## src/rtl/core/ctt_pkg.sv

```systemverilog
// Types, constants and per-byte lexing functions for the configuration text tokenizer.
package ctt_pkg;

    localparam int MAX_RES = 3;

    // Token type codes as they appear on the result channel.
    typedef enum logic [2:0] {
        TY_NONE  = 3'd0,
        TY_NUM   = 3'd1,
        TY_LABEL = 3'd2,
        TY_STR   = 3'd3,
        TY_SYM   = 3'd4
    } tok_type_t;

    localparam logic [7:0] CH_NUL   = 8'h00;
    localparam logic [7:0] CH_LF    = 8'h0A;
    localparam logic [7:0] CH_CR    = 8'h0D;
    localparam logic [7:0] CH_SPACE = 8'h20;
    localparam logic [7:0] CH_QUOTE = 8'h22;
    localparam logic [7:0] CH_PLUS  = 8'h2B;
    localparam logic [7:0] CH_MINUS = 8'h2D;

    // One result item.
    typedef struct packed {
        logic [7:0]  ch;
        logic        valid;
        tok_type_t   typ;
        logic        last;
        logic [31:0] value;
        logic        ok;
        logic [15:0] line;
        logic        err;
    } res_t;

    // Lexer state plus the results collected during one step.
    typedef struct packed {
        tok_type_t   typ;
        logic [8:0]  cnt;
        logic [7:0]  hchar;
        logic        hvalid;
        logic [8:0]  psign;
        logic        pcr;
        logic        skip;
        logic [15:0] line;
        logic [31:0] acc;
        logic        f_neg;
        logic        f_sign;
        logic        f_hex;
        logic        f_bad;
        logic        err;
        res_t [MAX_RES-1:0] res;
        logic [1:0]  rn;
    } lex_st_t;

    function automatic logic is_digit(input logic [7:0] c);
        return (c >= 8'h30) && (c <= 8'h39);
    endfunction

    function automatic logic is_alpha(input logic [7:0] c);
        return ((c >= 8'h41) && (c <= 8'h5A)) || ((c >= 8'h61) && (c <= 8'h7A));
    endfunction

    function automatic logic is_hexl(input logic [7:0] c);
        return ((c >= 8'h41) && (c <= 8'h46)) || ((c >= 8'h61) && (c <= 8'h66));
    endfunction

    function automatic logic in_num_set(input logic [7:0] c);
        return is_digit(c) || (c == 8'h2E) || (c == 8'h78) || (c == 8'h58) || is_hexl(c);
    endfunction

    function automatic logic in_label_set(input logic [7:0] c);
        return is_alpha(c) || is_digit(c) || (c == 8'h5F);
    endfunction

    function automatic logic in_sym_set(input logic [7:0] c);
        logic r;
        r = 1'b0;
        unique case (c)
            "~", "!", "@", "#", "$", "%", "^", "&", "*", "(", ")", "-", "=", "_", "+",
            "{", "}", "[", "]", "|", "\\", ":", ";", "'", "<", ">", "?", ",", ".",
            "/": r = 1'b1;
            default: r = 1'b0;
        endcase
        return r;
    endfunction

    // Append one result item, using the current line count and error flag.
    function automatic lex_st_t f_emit(input lex_st_t st, input logic [7:0] ch,
                                       input logic valid, input tok_type_t typ,
                                       input logic last, input logic [31:0] value,
                                       input logic ok);
        lex_st_t s;
        s = st;
        if (s.rn < 2'(MAX_RES)) begin
            s.res[s.rn].ch    = ch;
            s.res[s.rn].valid = valid;
            s.res[s.rn].typ   = typ;
            s.res[s.rn].last  = last;
            s.res[s.rn].value = value;
            s.res[s.rn].ok    = ok;
            s.res[s.rn].line  = s.line;
            s.res[s.rn].err   = s.err;
            s.rn = s.rn + 2'd1;
        end
        return s;
    endfunction

    // Number conversion of one accepted character at position pos.
    function automatic lex_st_t f_convert(input lex_st_t st, input logic [7:0] c,
                                          input logic [8:0] pos);
        lex_st_t s;
        logic [8:0] dpos;
        logic [3:0] d;
        logic       dig_ok;
        s = st;
        d = 4'd0;
        dig_ok = 1'b1;
        dpos = pos - {8'd0, s.f_sign};
        if (!s.f_bad) begin
            if ((pos == 9'd0) && ((c == CH_PLUS) || (c == CH_MINUS))) begin
                s.f_sign = 1'b1;
                if (c == CH_MINUS) begin
                    s.f_neg = 1'b1;
                end
            end else if ((dpos == 9'd1) && !s.f_hex && (s.acc == 32'd0) &&
                         ((c == 8'h78) || (c == 8'h58))) begin
                s.f_hex = 1'b1;
            end else begin
                if (is_digit(c)) begin
                    d = 4'(c - 8'h30);
                end else if ((c >= 8'h41) && (c <= 8'h46)) begin
                    d = 4'(c - 8'h37);
                end else if ((c >= 8'h61) && (c <= 8'h66)) begin
                    d = 4'(c - 8'h57);
                end else begin
                    dig_ok = 1'b0;
                end
                if (!dig_ok) begin
                    s.f_bad = 1'b1;
                end else if (s.f_hex) begin
                    s.acc = {s.acc[27:0], 4'd0} + {28'd0, d};
                end else begin
                    // Times ten as two shifted copies.
                    s.acc = {s.acc[28:0], 3'd0} + {s.acc[30:0], 1'b0} + {28'd0, d};
                end
            end
        end
        return s;
    endfunction

    function automatic lex_st_t f_accept(input lex_st_t st, input logic [7:0] c,
                                         input logic [8:0] maxlen);
        lex_st_t s;
        s = st;
        if (s.cnt < maxlen) begin
            if (s.hvalid) begin
                s = f_emit(s, s.hchar, 1'b1, s.typ, 1'b0, 32'd0, 1'b0);
            end
            if (s.typ == TY_NUM) begin
                s = f_convert(s, c, s.cnt);
            end
            s.hchar  = c;
            s.hvalid = 1'b1;
            s.cnt    = s.cnt + 9'd1;
        end
        return s;
    endfunction

    function automatic lex_st_t f_start(input lex_st_t st, input tok_type_t typ);
        lex_st_t s;
        s = st;
        s.typ    = typ;
        s.cnt    = 9'd0;
        s.hvalid = 1'b0;
        s.hchar  = 8'd0;
        s.acc    = 32'd0;
        s.f_neg  = 1'b0;
        s.f_sign = 1'b0;
        s.f_hex  = 1'b0;
        s.f_bad  = 1'b0;
        return s;
    endfunction

    function automatic lex_st_t f_end(input lex_st_t st);
        lex_st_t s;
        logic [31:0] value;
        logic ok;
        s = st;
        value = 32'd0;
        ok = 1'b0;
        if (s.typ != TY_NONE) begin
            if ((s.typ == TY_NUM) && !s.f_bad) begin
                ok = 1'b1;
                value = s.f_neg ? (32'd0 - s.acc) : s.acc;
            end
            s = f_emit(s, s.hvalid ? s.hchar : 8'd0, s.hvalid, s.typ, 1'b1, value, ok);
            s = f_start(s, TY_NONE);
        end
        return s;
    endfunction

    function automatic lex_st_t f_symbol(input lex_st_t st, input logic [7:0] c,
                                         input logic [8:0] maxlen);
        lex_st_t s;
        s = f_start(st, TY_SYM);
        s = f_accept(s, c, maxlen);
        s = f_end(s);
        return s;
    endfunction

    // Close a pending sign and any open token.
    function automatic lex_st_t f_flush(input lex_st_t st, input logic [8:0] maxlen);
        lex_st_t s;
        logic [7:0] sc;
        s = st;
        sc = s.psign[7:0];
        if (s.psign[8]) begin
            s.psign = 9'd0;
            s = f_symbol(s, sc, maxlen);
        end
        s = f_end(s);
        return s;
    endfunction

    // Lexing rule for one byte inside a line.
    function automatic lex_st_t f_lex(input lex_st_t st, input logic [7:0] b,
                                      input logic [8:0] maxlen);
        lex_st_t s;
        logic [7:0] sc;
        logic done;
        s = st;
        sc = s.psign[7:0];
        done = 1'b0;
        if (b == CH_NUL) begin
            s = f_flush(s, maxlen);
            s.skip = 1'b1;
            done = 1'b1;
        end
        if (!done && s.psign[8]) begin
            s.psign = 9'd0;
            if (is_digit(b)) begin
                s = f_start(s, TY_NUM);
                s = f_accept(s, sc, maxlen);
                s = f_accept(s, b, maxlen);
                done = 1'b1;
            end else begin
                s = f_symbol(s, sc, maxlen);
            end
        end
        // Continue or close the open token.
        if (!done) begin
            if (s.typ == TY_NUM) begin
                if (in_num_set(b)) begin
                    s = f_accept(s, b, maxlen);
                    done = 1'b1;
                end else begin
                    s = f_end(s);
                end
            end else if (s.typ == TY_LABEL) begin
                if (in_label_set(b)) begin
                    s = f_accept(s, b, maxlen);
                    done = 1'b1;
                end else begin
                    s = f_end(s);
                end
            end else if (s.typ == TY_STR) begin
                if (b == CH_QUOTE) begin
                    s = f_end(s);
                end else begin
                    s = f_accept(s, b, maxlen);
                end
                done = 1'b1;
            end else if (s.typ != TY_NONE) begin
                s = f_end(s);
            end
        end
        // Start a new token.
        if (!done && (b > CH_SPACE) && (b < 8'h80)) begin
            if (is_digit(b)) begin
                s = f_start(s, TY_NUM);
                s = f_accept(s, b, maxlen);
            end else if ((b == CH_PLUS) || (b == CH_MINUS)) begin
                s.psign = {1'b1, b};
            end else if (is_alpha(b) || (b == 8'h5F)) begin
                s = f_start(s, TY_LABEL);
                s = f_accept(s, b, maxlen);
            end else if (b == CH_QUOTE) begin
                s = f_start(s, TY_STR);
            end else if (in_sym_set(b)) begin
                s = f_symbol(s, b, maxlen);
            end else begin
                s.err = 1'b1;
            end
        end
        return s;
    endfunction

endpackage

```

## src/rtl/core/config_text_tokenizer.sv

```systemverilog
// Top level of the configuration text tokenizer: per-byte lexer and result queue.
//
// The tokenizer takes one text byte per accepted input item and gives up to three
// result items for it. The lexer state is updated in the cycle the byte is
// accepted, and its results go into a four-entry result queue that drives the
// master side one item per cycle while m_tready is high. Input is taken whenever
// the queue holds at most one item, so a stream whose bytes each give at most one
// result runs at one byte per cycle when the result side does not stall; a byte
// that gives n results puts n items on the result channel. Configuration writes are
// always taken. Bytes are split into lines of at most LINE_MAX characters.
module config_text_tokenizer #(
    parameter int LINE_MAX = 256
) (
    input  logic        aclk,
    input  logic        aresetn,
    // Input items: s_tdata = in_byte[7:0]; s_tlast = end_of_input.
    input  logic        s_tvalid,
    output logic        s_tready,
    input  logic [7:0]  s_tdata,
    input  logic        s_tlast,
    // Result items: m_tdata = tok_char[7:0], char_valid[8], int_value[40:9],
    // int_ok[41], line_number[57:42], lex_error[58], zero fill[63:59].
    output logic        m_tvalid,
    input  logic        m_tready,
    output logic [63:0] m_tdata,
    // m_tuser = tok_type[2:0]; m_tlast = tok_last.
    output logic [2:0]  m_tuser,
    output logic        m_tlast,
    // Configuration: max_token_len.
    input  logic        cfg_valid,
    output logic        cfg_ready,
    input  logic [8:0]  cfg_data
);
    import ctt_pkg::*;

    localparam int COL_W = $clog2(LINE_MAX + 1);
    localparam int QD    = 4;

    logic [8:0]       maxlen_reg;
    lex_st_t          st_reg, st_next;
    logic [COL_W-1:0] col_reg, col_next;
    res_t             q_reg [QD];
    logic [1:0]       wr_reg, rd_reg;
    logic [2:0]       cnt_reg, cnt_next;
    logic             in_fire, out_fire;

    assign cfg_ready = 1'b1;
    assign s_tready  = (cnt_reg <= 3'd1);
    assign in_fire   = s_tvalid && s_tready;
    assign out_fire  = m_tvalid && m_tready;

    // Configuration register.
    always_ff @(posedge aclk) begin
        if (!aresetn) begin
            maxlen_reg <= 9'd64;
        end else if (cfg_valid) begin
            maxlen_reg <= cfg_data;
        end
    end

    // Line handling and lexing of one item.
    always_comb begin
        lex_st_t s;
        logic    done;
        s = st_reg;
        s.rn = 2'd0;
        col_next = col_reg;
        done = 1'b0;
        if (s_tlast) begin
            s = f_flush(s, maxlen_reg);
            s = f_emit(s, 8'd0, 1'b0, TY_NONE, 1'b1, 32'd0, 1'b0);
            col_next = '0;
            s.skip = 1'b0;
            s.pcr = 1'b0;
        end else begin
            // LF right after CR is swallowed.
            if (s.pcr) begin
                s.pcr = 1'b0;
                if (s_tdata == CH_LF) begin
                    done = 1'b1;
                end
            end
            if (!done) begin
                if ((col_reg == '0) && (s.line != 16'hFFFF)) begin
                    s.line = s.line + 16'd1;
                end
                if ((s_tdata == CH_LF) || (s_tdata == CH_CR)) begin
                    s = f_flush(s, maxlen_reg);
                    col_next = '0;
                    s.skip = 1'b0;
                    s.pcr = (s_tdata == CH_CR);
                end else begin
                    col_next = col_reg + COL_W'(1);
                    if (!s.skip) begin
                        s = f_lex(s, s_tdata, maxlen_reg);
                    end
                    // Full-length line ends right after its last character.
                    if (col_next >= COL_W'(LINE_MAX)) begin
                        s = f_flush(s, maxlen_reg);
                        col_next = '0;
                        s.skip = 1'b0;
                    end
                end
            end
        end
        st_next = s;
    end

    // Lexer state registers.
    always_ff @(posedge aclk) begin
        if (!aresetn) begin
            st_reg  <= '0;
            col_reg <= '0;
        end else if (in_fire) begin
            st_reg  <= st_next;
            col_reg <= col_next;
        end
    end

    // Result queue occupancy.
    always_comb begin
        cnt_next = cnt_reg - {2'd0, out_fire};
        if (in_fire) begin
            cnt_next = cnt_next + {1'b0, st_next.rn};
        end
    end

    always_ff @(posedge aclk) begin
        if (!aresetn) begin
            wr_reg  <= '0;
            rd_reg  <= '0;
            cnt_reg <= '0;
        end else begin
            cnt_reg <= cnt_next;
            if (out_fire) begin
                rd_reg <= rd_reg + 2'd1;
            end
            if (in_fire) begin
                wr_reg <= wr_reg + st_next.rn;
            end
        end
    end

    // Result queue storage.
    always_ff @(posedge aclk) begin
        if (in_fire) begin
            for (int i = 0; i < MAX_RES; i++) begin
                if (2'(i) < st_next.rn) begin
                    q_reg[wr_reg + 2'(i)] <= st_next.res[i];
                end
            end
        end
    end

    // Result channel.
    assign m_tvalid = (cnt_reg != 3'd0);
    assign m_tdata  = {5'd0, q_reg[rd_reg].err, q_reg[rd_reg].line, q_reg[rd_reg].ok,
                       q_reg[rd_reg].value, q_reg[rd_reg].valid, q_reg[rd_reg].ch};
    assign m_tuser  = q_reg[rd_reg].typ;
    assign m_tlast  = q_reg[rd_reg].last;

    // The queue never overflows.
    a_no_overflow: assert property (@(posedge aclk) disable iff (!aresetn)
        cnt_reg <= 3'(QD))
        else $error("result queue overflow");

    // Input is held off only while the queue holds two or more items.
    a_ready_rule: assert property (@(posedge aclk) disable iff (!aresetn)
        !s_tready |-> (cnt_reg >= 3'd2))
        else $error("input stalled with room in the queue");

    // The error flag is sticky until reset.
    a_err_sticky: assert property (@(posedge aclk) disable iff (!aresetn)
        st_reg.err |=> st_reg.err)
        else $error("error flag cleared");

    // Column stays below the line length.
    a_col_range: assert property (@(posedge aclk) disable iff (!aresetn)
        col_reg < COL_W'(LINE_MAX))
        else $error("column out of range");

endmodule

```

## config.mk

```make
export PLATFORM = sky130hd
export DESIGN_NAME = config_text_tokenizer
export DESIGN_NICKNAME = d
export VERILOG_FILES = /design/src/rtl/core/ctt_pkg.sv /design/src/rtl/core/config_text_tokenizer.sv
export SDC_FILE = /design/constraint.sdc
export NUM_CORES = 2
export LEC_CHECK = 0
export BUFFER_PORTS_ARGS = -buffer_cell sky130_fd_sc_hd__buf_2
export CAP_MARGIN = 25
export CORE_UTILIZATION = 58
export DETAILED_ROUTE_END_ITERATION = 6
export PLACE_DENSITY = 0.87
export SYNTH_ARGS = -nofsm -noshare
export SYNTH_HDL_FRONTEND = slang
export SYNTH_SLANG_ARGS = --single-unit
```

## constraint.sdc

```tcl
create_clock -name aclk -period 8.95 [get_ports aclk]
set_input_delay 0.4475 -clock aclk [delete_from_list [all_inputs] [get_ports aclk]]
set_output_delay 0.4475 -clock aclk [all_outputs]
set_load 0.02 [all_outputs]
```

# Word level (Yosys, flattened, before mapping)
# Memories as Yosys holds them, arrays and structs flattened. A register that Yosys moved wholly into a read port is not among the register bits.
# Index checks and enable logic that the tools add are counted.
[word_totals]
wordCells = 1104
regBits = 299
in_bits = 23
mem_count = 2
mem_bits_rw = 252
romBits = 128
[classes]
n_reduce_logical = 88
order_cmp = 54
muxes = 836
n_eq_ne = 30
n_addsub = 51
[memory_table]
columns = ["memory", "depth", "width", "read_ports", "rd_clocked_by_memory_dff", "wr", "line_no", "rtl"]
rows = [
  ["q_reg", 4, 63, 1, 1, 2, "config_text_tokenizer.sv:42", "res_t q_reg [QD];"],
  ["(name not given)", 128, 1, 1, 0, 0, "ctt_pkg.sv:78", "unique case (c)"],
]
[op_table]
columns = ["op", "count"]
rows = [
  ["276-bit 2-to-1 mux", 152],
  ["189-bit bitwise mux", 100],
  ["63-bit demux with 2-bit select", 80],
  ["191-bit 2-to-1 mux", 15],
  ["32-bit 2-to-1 mux", 76],
  ["228-bit 2-to-1 mux", 4],
  ["63-bit 2-to-1 mux", 11],
  ["55-bit 2-to-1 mux", 10],
  ["54-bit 2-to-1 mux", 10],
  ["256-bit 2-to-1 mux", 2],
  ["51-bit 2-to-1 mux", 10],
  ["50-bit 2-to-1 mux", 10],
  ["9-bit 2-to-1 mux", 38],
  ["32-bit by 4-bit adder with 32-bit output", 8],
  ["246-bit 2-to-1 mux", 1],
  ["4-bit 2-to-1 mux", 60],
  ["1-bit 2-to-1 mux", 204],
  ["18-bit 2-to-1 mux", 10],
  ["17-bit 2-to-1 mux", 10],
  ["1-bit by 32-bit subtractor with 32-bit output (first input constant)", 5],
  ["36-bit 2-to-1 mux", 4],
  ["32-bit adder", 4],
  ["32-bit logical NOT", 4],
  ["8-bit 2-to-1 mux", 11],
  ["50 further kinds", 220],
]

# Depth between registers and ports, before layout
[logic_depth]
depth_word = 256
mapped_depth = 33
ltp_nobuf = 30

# Least setup slack after synthesis
# No wires, ideal clock.
[synth_timing]
path_kind = "input to register"
startpoint = "input port s_tdata[0]"
endpoint = "memory q_reg[0][0] (netlist bit), enable pin"
cell_stages = 26
arrival_time_ns = 8.517
slack_ns = -0.051
setup_time_ns = 0.484
path_buffers = 6
cell_sequence = "clkbuf_1 -> clkbuf_1 -> inv_1 -> ha_1 -> nor3b_1 -> a31oi_1 -> clkbuf_1 -> clkbuf_1 -> clkbuf_1 -> and2_1 -> ha_1 -> nand2_1 -> or3_1 -> a2111o_1 -> nand3_1 -> o21ai_2 -> a211o_1 -> o221a_2 -> o31ai_2 -> a21oi_1 -> o21a_1 -> clkbuf_1 -> xor2_1 -> nor3_1 -> a21oi_1 -> nor2_1"
[synth_lines]
columns = ["element", "line_no", "rtl"]
rows = [
  ["start, declared", "config_text_tokenizer.sv:19", "input logic [7:0] s_tdata,"],
  ["end, declared", "config_text_tokenizer.sv:42", ""],
]

==> summary.txt <==
Outcome
  • Status: finished, violations left
  • Violated checks: DRC

Finish
  • Final Util: 0.648
  • Non-filler cells, final: 5785
  • Max reg flops: 274
  • Layout area overhead: 10.2%
  • Layout cells sized above 1: 0.127
  • Area of the multi-input gates: 24300 um2
  • Design Area, Final: 43600 um2
  • Storage element area: 13600 um2
  • Ant. Diodes: 0
  • Number of fillers in the final layout: 5532
  • # nets final: 4989

Critical path
  • Crit Path Class: reg2reg
  • CP endpoint kind: register
  • Top delay family on crit path: compound AO/OA/AOI/OAI gates
  • R2r setup slk: 0.29 ns
  • Largest stage delay, worst path: 0.53 ns
  • Crit path required time: 9.32 ns
  • Slowest CP cell: dfxtp_1
  • Worst Path Buf+Inv: 2
  • Type of origin of the critical path: register
  • Crit-path max FO: 9
  • WP data arrival: 9.03 ns

Yosys
  • Post-synthesis cell count: 4875
  • Simple-gate portion of the synthesized area: 0.203
  • Synth cell types: 123
  • Ys flop type: dfxtp_1
  • Synth Area in Compound Gates: 0.272
  • Mapped cell area: 39600 um2
  • Sequential fraction of the synthesis area: 0.343
  • Number of flops mapped to enable cells by yosys: 252
  • Multiplexer share of the synthesized area: 0.0690
  • Post-synthesis adder-cell area fraction: 0.0338
  • Asr flop ratio synth: 0
  • Yosys reg bits: 553
  • Syn Area/Cell: 8.12 um2
  • Largest family of logic cells by synthesized area: compound AO/OA/AOI/OAI gates
  • YS warnings: 0
  • XOR/XNOR share of the synthesized area: 0.0290

Power and ir drop
  • Max VDD drop: 0.000206 V
  • Comb pwr share: 0.275
  • Psw: 2.74 mW
  • Internal power: 5.02 mW
  • Seq pwr share: 0.398
  • Overall Power: 7.76 mW
  • Sw Share: 0.353
  • LEAKAGE: 16.6 nW
  • Clock power frac: 0.326
  • Pwr Density: 178 nW/um2

Floorplanning
  • Num rows: 95
  • Die footprint: 69300 um2
  • Die height: 263 um
  • Core Area: 67400 um2
  • IO Count: 94
  • Initial core utilization: 0.588
  • Die Wd: 263 um

Timing
  • Rel. slew slack: 0.172
  • Count of final setup violators: 0
  • Final hold viol count: 0
  • Clock Skew: 0.0407 ns
  • Min cycle time layout: 8.66 ns
  • Maximum clock frequency: 0.115 GHz
  • Worst-Margin Slew: 1.23 ns
  • RSZ-0062 raised after global routing: true
  • Final slew viol count: 0
  • Setup TNS: 0 ns
  • Tcrit/Tclk final: 0.968

Placement
  • Input/output buffers: 87
  • Inst Count DP: 5665
  • Hpwl dp: 122000 um
  • Placed inst area: 41600 um2
  • Final GP Congestion: 1.06

GRT
  • Initial antenna violation count: 5
  • Number of global-route vias before repair: 39982
  • Global-route wire length before repair: 256000 um
  • Grt ovf: 0
  • Largest net degree at the start of global routing: 132
  • GR Util All Layers: 0.485

Drt
  • DRC: 31
  • Number of DRC markers in iteration 0: 8302
  • Via count: 43065
  • Vias per cell: 7.44
  • DR WL/cell: 30.0 um
  • Post-DRT Antenna Nets: 0
  • Final WL: 174000 um
  • Drt pass-1 iters: 7

Clock network
  • Clock Path Buffers: 3
  • CTS tree: done
  • CTS Buf Count: 59
  • Clk pin slew, worst setup/hold paths: 0.06 ns
  • Clock root cell: clkbuf_16
  • H-tree Lvls: 2
  • CTS Hold Buffers Added: 0
  • Clock sinks: 553
  • Clock insertion delay at the later pin of the skew report: 0.67 ns

Min path
  • Worst min path class: in2reg

Run
  • MaxCap Viol Count: 0
## cell families after synthesis
group | after synthesis
adders and majority gates | 104
other | 2
and+or+nand+nor | 1778
muxes | 192
AOI/OAI and AO/OA | 1621
buffers and inverters | 494
DFF | 553
xor gates and xnor gates | 131
## area by class of cell
type                            instances  share of cell area
Multi-Input combinational cell       3832               0.556
Sequential cell                       553               0.312
Clock inverter                         32             0.00754
Timing Repair Buffer                  321              0.0544
Clock buffer                           79              0.0367
Inverter                               95             0.00829
Tap cell                              873              0.0250
## layer usage
layer,up-vias,global-route usage,share of wire
li1,18148,-,-
met5,-,0,0.00037
met1,19974,0.638,0.36
met3,923,0.157,0.16
met4,8,0.275,0.067
met2,4012,0.698,0.41
## synth_stat cells (50+ instances only)
library cell,instances,share of area
nand2_1,564,0.053
nor3_1,102,0.013
clkbuf_1,310,0.029
nand3_1,88,0.011
edfxtp_1,252,0.19
o22ai_1,50,0.0079
a22oi_1,138,0.026
mux4_2,63,0.036
o21ai_0,351,0.044
nor2_1,675,0.064
xnor2_1,69,0.015
dfxtp_1,301,0.15
and3_1,105,0.017
o31ai_1,50,0.0095
inv_1,92,0.0087
ha_1,99,0.031
a21oi_1,414,0.052
mux2i_1,112,0.028
a211oi_1,64,0.012
a31oi_1,76,0.012
xor2_1,62,0.014
## worst paths after layout
check	from	endpoint	depth (start not counted)
max	st_reg[247]$_SDFFE_PN0P_	q_reg[3][40]$_DFFE_PP_	29
min	cfg_data[3]	maxlen_reg[3]$_SDFFE_PN0P_	3
max reg2reg	st_reg[247]$_SDFFE_PN0P_	q_reg[3][40]$_DFFE_PP_	29
min reg2reg	st_reg[80]$_SDFFE_PN0P_	st_reg[80]$_SDFFE_PN0P_	2
## through the flow
stage	setup slack (ns)	hold WS, ns
6_report	0.290	0.0441
3_3_place_gp	0.266	0.441
2_1_floorplan	0.00258	0.436
5_1_grt	-0.0284	0.0774
4_1_cts	0.00994	0.0339
3_5_place_dp	0.127	0.447
## tightest hold or removal path: stages
cell,delay [ns]
buf_2,0.08
mux2i_1,0.05
nor2_1,0.07
## cell usage in the layout, fill, tap and decap left out, types with 32 or more instances in the layout
cell,n
nand2_1,561
a22oi_1,138
xnor2_1,69
a31oi_1,75
inv_1,92
mux2i_1,111
o22ai_1,50
dfxtp_1,297
a211oi_1,62
a21oi_1,412
edfxtp_1,252
o21ai_0,349
clkbuf_16,60
a221oi_1,32
and3_1,105
ha_1,99
nor2_1,662
o21a_1,37
a21o_1,34
nand3_1,87
nor3_1,96
xor2_1,62
o31ai_1,49
o211ai_1,33
mux4_2,63
buf_4,219
and2_1,39
buf_2,87
## timing repair
item / 4_1_cts / 5_1_grt
setup buffers: 0 / 5
gates resized for setup: 0 / 11
setup endpoints to repair: 0 / 97
## power by group through the flow
stage | Clock (mW) | Sequential (mW) | Combinational (mW)
2_1_floorplan | 0 | 3.03 | 1.41
3_3_place_gp | 0 | 3.12 | 1.98
3_5_place_dp | 0 | 3.13 | 2.03
4_1_cts | 2.52 | 3.08 | 2.06
5_1_grt | 2.61 | 3.11 | 2.23
6_report | 2.53 | 3.09 | 2.14
Note: power is estimated with default switching activity, not from simulation.
